===== src/sv/rkst_pkg.sv =====
// rkst_pkg: types, codes and defaults for the reference-counted key slot table
// used by refcounted_key_slot_table; depends on nothing
`default_nettype none

package rkst_pkg;

    // default geometry
    localparam int SLOT_COUNT_DEF = 16;
    localparam int COUNT_BITS_DEF = 16;

    // fixed field widths of the transactions
    localparam int ACTION_W = 2;
    localparam int KEY_W    = 32;
    localparam int STATUS_W = 3;
    localparam int SLOT_W   = 4;
    localparam int RCOUNT_W = 16;

    // action codes
    localparam logic [ACTION_W-1:0] ACT_CREATE = 2'd0;
    localparam logic [ACTION_W-1:0] ACT_GET    = 2'd1;
    localparam logic [ACTION_W-1:0] ACT_CLOSE  = 2'd2;

    // status codes
    localparam logic [STATUS_W-1:0] ST_CREATED  = 3'd0;
    localparam logic [STATUS_W-1:0] ST_FOUND    = 3'd1;
    localparam logic [STATUS_W-1:0] ST_FULL     = 3'd2;
    localparam logic [STATUS_W-1:0] ST_NOPAGE   = 3'd3;
    localparam logic [STATUS_W-1:0] ST_NOTFOUND = 3'd4;
    localparam logic [STATUS_W-1:0] ST_FREED    = 3'd5;

    typedef struct packed {
        logic [ACTION_W-1:0]     action;
        logic signed [KEY_W-1:0] key;
        logic                    page_available;
    } cmd_item_t;

    typedef struct packed {
        logic [STATUS_W-1:0] status;
        logic [SLOT_W-1:0]   slot;
        logic [RCOUNT_W-1:0] ref_count;
    } rsp_item_t;

endpackage

`default_nettype wire


===== src/sv/refcounted_key_slot_table.sv =====
// refcounted_key_slot_table: key table with per-slot reference counts
// depends on rkst_pkg for transaction types, action and status codes
//
// a command accepted into the command register gets its response in the response register
// throughput: one command per cycle while the response side does not stall; the single
// compare-and-update stage over all slots writes the table at the same edge as the response
// reset: clears all slot valid bits and both stage valids; keys and counts need none
`default_nettype none

module refcounted_key_slot_table #(
    parameter int SLOT_COUNT = rkst_pkg::SLOT_COUNT_DEF,
    parameter int COUNT_BITS = rkst_pkg::COUNT_BITS_DEF
) (
    input  wire                  clk,
    input  wire                  rst_n,
    input  wire                  cmd_valid,
    output logic                 cmd_stall,
    input  rkst_pkg::cmd_item_t  cmd,
    output logic                 rsp_valid,
    input  wire                  rsp_stall,
    output rkst_pkg::rsp_item_t  rsp
);

    localparam int IDX_W = (SLOT_COUNT > 1) ? $clog2(SLOT_COUNT) : 1;

    // slot storage: valid bits reset, keys and counts only read behind a valid bit
    logic [SLOT_COUNT-1:0]          slot_valid_reg;
    logic [rkst_pkg::KEY_W-1:0]     slot_key_reg  [SLOT_COUNT];
    logic [COUNT_BITS-1:0]          slot_refs_reg [SLOT_COUNT];

    // command register
    logic                           stage_valid_reg;
    rkst_pkg::cmd_item_t            stage_cmd_reg;

    // response register
    logic                           rsp_valid_reg;
    rkst_pkg::rsp_item_t            rsp_reg;

    // stage moves forward when the response register is empty or being drained
    logic                           advance;
    logic                           fire;

    // lookup results
    logic [SLOT_COUNT-1:0]          hit_vec;
    logic [SLOT_COUNT-1:0]          hit_oh;
    logic [SLOT_COUNT-1:0]          free_oh;
    logic                           any_hit;
    logic                           any_free;
    logic [IDX_W-1:0]               hit_idx;
    logic [IDX_W-1:0]               free_idx;
    logic [COUNT_BITS-1:0]          sel_refs;

    // update controls
    logic [SLOT_COUNT-1:0]          target_oh;
    logic                           do_create;
    logic                           do_refs;
    logic                           do_free;
    logic [COUNT_BITS-1:0]          new_refs;

    // response before width fitting
    logic [rkst_pkg::STATUS_W-1:0]  res_status;
    logic [IDX_W-1:0]               res_idx;
    logic [COUNT_BITS-1:0]          res_count;
    logic [IDX_W+rkst_pkg::SLOT_W-1:0]       res_idx_wide;
    logic [COUNT_BITS+rkst_pkg::RCOUNT_W-1:0] res_count_wide;
    rkst_pkg::rsp_item_t            rsp_next;

    assign advance   = !rsp_valid_reg || !rsp_stall;
    assign fire      = stage_valid_reg && advance;
    assign cmd_stall = stage_valid_reg && !advance;

    // parallel key compare, lowest index wins
    always_comb
    begin
        for (int i = 0; i < SLOT_COUNT; i++)
        begin
            hit_vec[i] = slot_valid_reg[i] &&
                         (slot_key_reg[i] == stage_cmd_reg.key);
        end
    end

    assign hit_oh   = hit_vec & (~hit_vec + {{(SLOT_COUNT-1){1'b0}}, 1'b1});
    assign free_oh  = ~slot_valid_reg & (slot_valid_reg + {{(SLOT_COUNT-1){1'b0}}, 1'b1});
    assign any_hit  = |hit_vec;
    assign any_free = !(&slot_valid_reg);

    // one-hot to index, and count of the hit slot
    always_comb
    begin
        hit_idx  = '0;
        free_idx = '0;
        sel_refs = '0;
        for (int i = 0; i < SLOT_COUNT; i++)
        begin
            if (hit_oh[i])
            begin
                hit_idx  = hit_idx | IDX_W'(i);
                sel_refs = sel_refs | slot_refs_reg[i];
            end
            if (free_oh[i])
            begin
                free_idx = free_idx | IDX_W'(i);
            end
        end
    end

    // operation decode
    always_comb
    begin
        do_create  = 1'b0;
        do_refs    = 1'b0;
        do_free    = 1'b0;
        new_refs   = sel_refs;
        target_oh  = hit_oh;
        res_status = rkst_pkg::ST_NOTFOUND;
        res_idx    = '0;
        res_count  = '0;
        priority if (stage_cmd_reg.action == rkst_pkg::ACT_CREATE)
        begin
            priority if (any_hit)
            begin
                // existing key: report it, count untouched
                res_status = rkst_pkg::ST_FOUND;
                res_idx    = hit_idx;
                res_count  = sel_refs;
            end
            else if (!any_free)
            begin
                res_status = rkst_pkg::ST_FULL;
            end
            else if (!stage_cmd_reg.page_available)
            begin
                res_status = rkst_pkg::ST_NOPAGE;
            end
            else
            begin
                // claim lowest free slot with one reference
                do_create  = 1'b1;
                target_oh  = free_oh;
                new_refs   = {{(COUNT_BITS-1){1'b0}}, 1'b1};
                res_status = rkst_pkg::ST_CREATED;
                res_idx    = free_idx;
                res_count  = new_refs;
            end
        end
        else if (stage_cmd_reg.action == rkst_pkg::ACT_GET && any_hit)
        begin
            // saturating increment
            do_refs    = 1'b1;
            new_refs   = (&sel_refs) ? sel_refs : sel_refs + 1'b1;
            res_status = rkst_pkg::ST_FOUND;
            res_idx    = hit_idx;
            res_count  = new_refs;
        end
        else if (stage_cmd_reg.action == rkst_pkg::ACT_CLOSE && any_hit)
        begin
            res_idx = hit_idx;
            priority if (sel_refs < COUNT_BITS'(2))
            begin
                // last reference gone (or count already zero): release slot
                do_free    = 1'b1;
                res_status = rkst_pkg::ST_FREED;
            end
            else
            begin
                do_refs    = 1'b1;
                new_refs   = sel_refs - 1'b1;
                res_status = rkst_pkg::ST_FOUND;
                res_count  = new_refs;
            end
        end
        else
        begin
            // unknown action or no matching key
            res_status = rkst_pkg::ST_NOTFOUND;
        end
    end

    // fit index and count to the response field widths
    assign res_idx_wide   = {{rkst_pkg::SLOT_W{1'b0}}, res_idx};
    assign res_count_wide = {{rkst_pkg::RCOUNT_W{1'b0}}, res_count};

    always_comb
    begin
        rsp_next.status    = res_status;
        rsp_next.slot      = res_idx_wide[rkst_pkg::SLOT_W-1:0];
        rsp_next.ref_count = res_count_wide[rkst_pkg::RCOUNT_W-1:0];
    end

    // slot valid bits
    always_ff @(posedge clk or negedge rst_n)
    begin
        if (!rst_n)
        begin
            slot_valid_reg <= '0;
        end
        else if (fire)
        begin
            if (do_create)
            begin
                slot_valid_reg <= slot_valid_reg | target_oh;
            end
            else if (do_free)
            begin
                slot_valid_reg <= slot_valid_reg & ~target_oh;
            end
        end
    end

    // slot keys and counts
    always_ff @(posedge clk)
    begin
        for (int i = 0; i < SLOT_COUNT; i++)
        begin
            if (fire && target_oh[i])
            begin
                if (do_create)
                begin
                    slot_key_reg[i] <= stage_cmd_reg.key;
                end
                if (do_create || do_refs)
                begin
                    slot_refs_reg[i] <= new_refs;
                end
            end
        end
    end

    // command register control
    always_ff @(posedge clk or negedge rst_n)
    begin
        if (!rst_n)
        begin
            stage_valid_reg <= 1'b0;
        end
        else if (!cmd_stall)
        begin
            stage_valid_reg <= cmd_valid;
        end
    end

    always_ff @(posedge clk)
    begin
        if (cmd_valid && !cmd_stall)
        begin
            stage_cmd_reg <= cmd;
        end
    end

    // response register control
    always_ff @(posedge clk or negedge rst_n)
    begin
        if (!rst_n)
        begin
            rsp_valid_reg <= 1'b0;
        end
        else if (advance)
        begin
            rsp_valid_reg <= stage_valid_reg;
        end
    end

    always_ff @(posedge clk)
    begin
        if (fire)
        begin
            rsp_reg <= rsp_next;
        end
    end

    assign rsp_valid = rsp_valid_reg;
    assign rsp       = rsp_reg;

    // a key never occupies two valid slots
    assert property (@(posedge clk) disable iff (!rst_n) $onehot0(hit_vec))
        else $error("key matches more than one valid slot");

    // a successful create adds exactly one valid slot
    assert property (@(posedge clk) disable iff (!rst_n)
        fire && do_create |=>
        $countones(slot_valid_reg) == $countones($past(slot_valid_reg)) + 1)
        else $error("create did not claim exactly one slot");

    // a freed slot is reported with a zero count
    assert property (@(posedge clk) disable iff (!rst_n)
        rsp_valid && rsp.status == rkst_pkg::ST_FREED |-> rsp.ref_count == '0)
        else $error("freed slot reported with nonzero count");

    // failures name no slot and no count
    assert property (@(posedge clk) disable iff (!rst_n)
        rsp_valid && (rsp.status == rkst_pkg::ST_FULL ||
                      rsp.status == rkst_pkg::ST_NOPAGE ||
                      rsp.status == rkst_pkg::ST_NOTFOUND)
        |-> rsp.slot == '0 && rsp.ref_count == '0)
        else $error("failed operation reported a slot or count");

endmodule

`default_nettype wire


===== config.mk =====
export PLATFORM = sky130hd
export DESIGN_NAME = refcounted_key_slot_table
export DESIGN_NICKNAME = d
export VERILOG_FILES = /design/src/sv/rkst_pkg.sv /design/src/sv/refcounted_key_slot_table.sv
export SDC_FILE = /design/constraint.sdc
export NUM_CORES = 1
export LEC_CHECK = 0
export BUFFER_PORTS_ARGS = -buffer_cell sky130_fd_sc_hd__buf_2
export CORE_UTILIZATION = 50
export DETAILED_ROUTE_END_ITERATION = 6
export GPL_TIMING_DRIVEN = 0
export HOLD_SLACK_MARGIN = 0.1
export PLACE_DENSITY = 0.66
export REMOVE_ABC_BUFFERS = 1
export SYNTH_ARGS = -nofsm -noshare
export SYNTH_HDL_FRONTEND = slang
export SYNTH_SLANG_ARGS = --single-unit

===== constraint.sdc =====
create_clock -name clk -period 7.1 [get_ports clk]
set_input_delay 1.42 -clock clk [delete_from_list [all_inputs] [get_ports clk]]
set_output_delay 1.42 -clock clk [all_outputs]
set_load 0.02 [all_outputs]

==> flow_summary.ini <==
[pwr]
power.net_switching_mw = 2.39
p_seq_frac = 0.511
comb_power_share = 0.057
clockPowerShare = 0.431
ir_worst_vdd_mv = 0.246
intPower_mw = 8.51
cellLeakagePower_nw = 14.5
p_per_area_nw_per_um2 = 249
p_sw_frac = 0.219

[sta]
post-route-min-period_ns = 6.95
slew_violations = 1
slew_headroom = -0.00288
setup_viol = 0
fin_skew_ns = 0.0301
tightest_slew_ns = 1.49
hold_viol = 0
rsz0062_at_grt = no
fin_crit_sh = 0.979
clock.fmax_mhz = 144

[place]
gp_congestion = 0.916
port_buffers = 63
place_area_um2 = 40000
dp_hpwl_um = 67500

[die]
rows = 98
core-area_um2 = 72000
die_area_um2 = 74300
die_y_um = 273
ioPinCount = 64
start_util = 0.509
die_x_um = 273

[synth]
synth.top_cell.area_share = 0.678
ys_seq_elements = 844
syn_area_um2 = 36600
synth_area_leader_cell = edfxtp_1
synth_commonest_cells = 826 x edfxtp_1, 319 x xnor2_1, 207 x xor2_1
synthFlopType = edfxtp_1
yosysSeqAreaShare = 0.690
ys_warn_count = 0
synth_edf_count = 826
synthTopCellsByArea = edfxtp_1 68%, xnor2_1 7.6%, xor2_1 5.0%, nand4_1 2.1%, nor4_1 1.2%
postSynthCellCount = 2456
synth.avg_cell_area_um2 = 14.9
yosysMostFrequentCell = edfxtp_1
async_flop_share = 0.0213
ys_types = 99

[routing]
first_iter_violations = 2752
routed_wl_um = 102000
ant_nets = 0
wl_met3_um = 8240
wl_met2_um = 48700
vias = 22800
drcViolationCount = 0
vias_per_cell = 6.23
top_layer = met5
routedLengthMet1_um = 41100
drt-pass1-iter-count = 6
wl_per_cell_um = 27.8

[worst_setup_path]
critPathBufInv = 5
r2r-start = stage_cmd_reg[5]
path_delay_family = simple AND/OR/NAND/NOR gates
cpMaxStageDelayCell = nor4_2
endpoint_kind = register
cp_cell_sequence = buf_16, buf_16, xor2_1, nor4_1, nand4_1, or4_4, nand4_4, nor4_2, buf_4, a22oi_1, o2111a_1, nand3b_1, and4bb_1, a21oi_4, o211ai_4, buf_12, nor2_2, buf_8
ff2ff_path_depth = 18
crit_path_frequent_cell = buf_16
cp_max_fo = 29
setup.worst_path.start = stage_cmd_reg[5]
crit_path_start_kind = register
cp.depth = 18
crit_path_max_incr_delay_ns = 1.08
crit_type = reg2reg
cp.required_ns = 7.44
cp_data_arrival_time_ns = 7.28

[final_layout]
regArea_um2 = 25300
num-fill-cells = 5141
final_nets = 2684
largest_reg_flops = 512
final_core_util = 0.609
final_area_um2 = 43800
drive_above_1_share = 0.179
multi_input_area_um2 = 11200
syn_to_final_growth_pct = 19.6

[clock_tree]
clock_sinks = 844
clkTransAtPathRegs_ns = 0.06
cts.path.max_buffers = 3
hold_buffers = 0
clock_latency_ns = 0.65
htree_levels = 3
root_buffer = clkbuf_16
numCtsBuffers = 86
cts_tree = done

[global_routing]
grt_use_total = 0.275
grt_remaining_overflow = 0
grt_first_pass_wirelength_um = 150000
grt_max_degree = 34
grt_pass1_vias = 22700
antenna_found_initial = 3

[outcome]
violations = capacitance limit, slew limit
status = finished, violations left

[min_path]
min-delay-start = stage_valid_reg
hold_class = reg2reg
worstHoldPathCells = 1

[run]
drv_cap = 1
routing by layer:
layer  up-vias  track usage
met5         -            0
met4         2        0.102
met3       237       0.0484
met2      1202        0.451
met1     11600        0.369
li1       9785            -
final timing paths:
path                            slack (ns)                    endpoint
worst max-delay path                  0.15       slot_refs_reg[1][100]
worst min-delay path                  0.52                   rsp_valid
worst min register to register        0.52                   rsp_valid
min in group asynchronous             0.73             stage_valid_reg
max in group asynchronous             6.03  asynchronous set/reset pin
worst max register to register        0.15       slot_refs_reg[1][100]
cell families after synthesis:
logic type      Yosys count  synth area share
compound gates          278            0.0591
xor+xnor                526             0.126
fa+ha+maj                 3           0.00103
buf+inv                 165            0.0219
flops                   844             0.690
mux                      13           0.00359
simple gates            627            0.0988
power by group through the flow:
stage / combinational (mW) / clock [mW] / sequential [mW]
floorplan: 0.207 / 0 / 5.73
global placement: 0.289 / 0 / 5.84
detailed placement: 0.573 / 0 / 5.70
CTS: 0.619 / 4.73 / 5.58
global route: 0.661 / 4.92 / 5.58
finish: 0.624 / 4.70 / 5.58
per-stage QoR:
step | hold WS (ns) | power (mW) | instances | TNS (ns) | setup slack, ns
after global routing | 0.544 | 11.2 | 3664 | 0 | 0.0333
after CTS | 0.519 | 10.9 | 3660 | 0 | 0.00414
final | 0.523 | 10.9 | 3665 | 0 | 0.151
after detailed placement | 0.488 | 6.27 | 3446 | -886.38 | -2.20
after floorplan | 0.457 | 5.94 | 2322 | -10.90 | -0.123
after global placement | 0.471 | 6.13 | 3335 | -4049.56 | -5.51
cell usage in the layout, fill, tap and decap left out, types with 28 or more instances in the layout:
cell type | synthesis | layout
nand2_1 | 97 | 97
nand4_1 | 121 | 123
nor2_1 | 76 | 54
a21oi_1 | 58 | 54
xor2_1 | 207 | 203
buf_16 | 0 | 57
nor3_1 | 42 | 32
xnor2_1 | 319 | 314
inv_1 | 29 | 29
nand3_1 | 54 | 46
buf_8 | 0 | 28
edfxtp_1 | 826 | 826
buf_4 | 11 | 51
clkbuf_16 | 0 | 88
and3_1 | 34 | 32
nor4_1 | 73 | 56
buf_2 | 64 | 63
and2_1 | 35 | 30
timing repair:
action / in CTS / in global routing
endpoints found under the hold margin: 0 / 0
setup endpoints to repair: 706 / 397
cloned: 2 / 0
gates resized for setup: 53 / 13
setup buffers: 52 / 4
pin swaps: 13 / 4
final cells by class:
type	count	area share
Tap cell	950	0.0271
Antenna cell	1	0.0000571
Clock buffer	104	0.0521
Multi-Input combinational cell	1449	0.256
Sequential cell	844	0.577
Timing Repair Buffer	230	0.0713
Inverter	31	0.00266
Clock inverter	56	0.0143
Note: power is estimated with default switching activity, not from simulation.
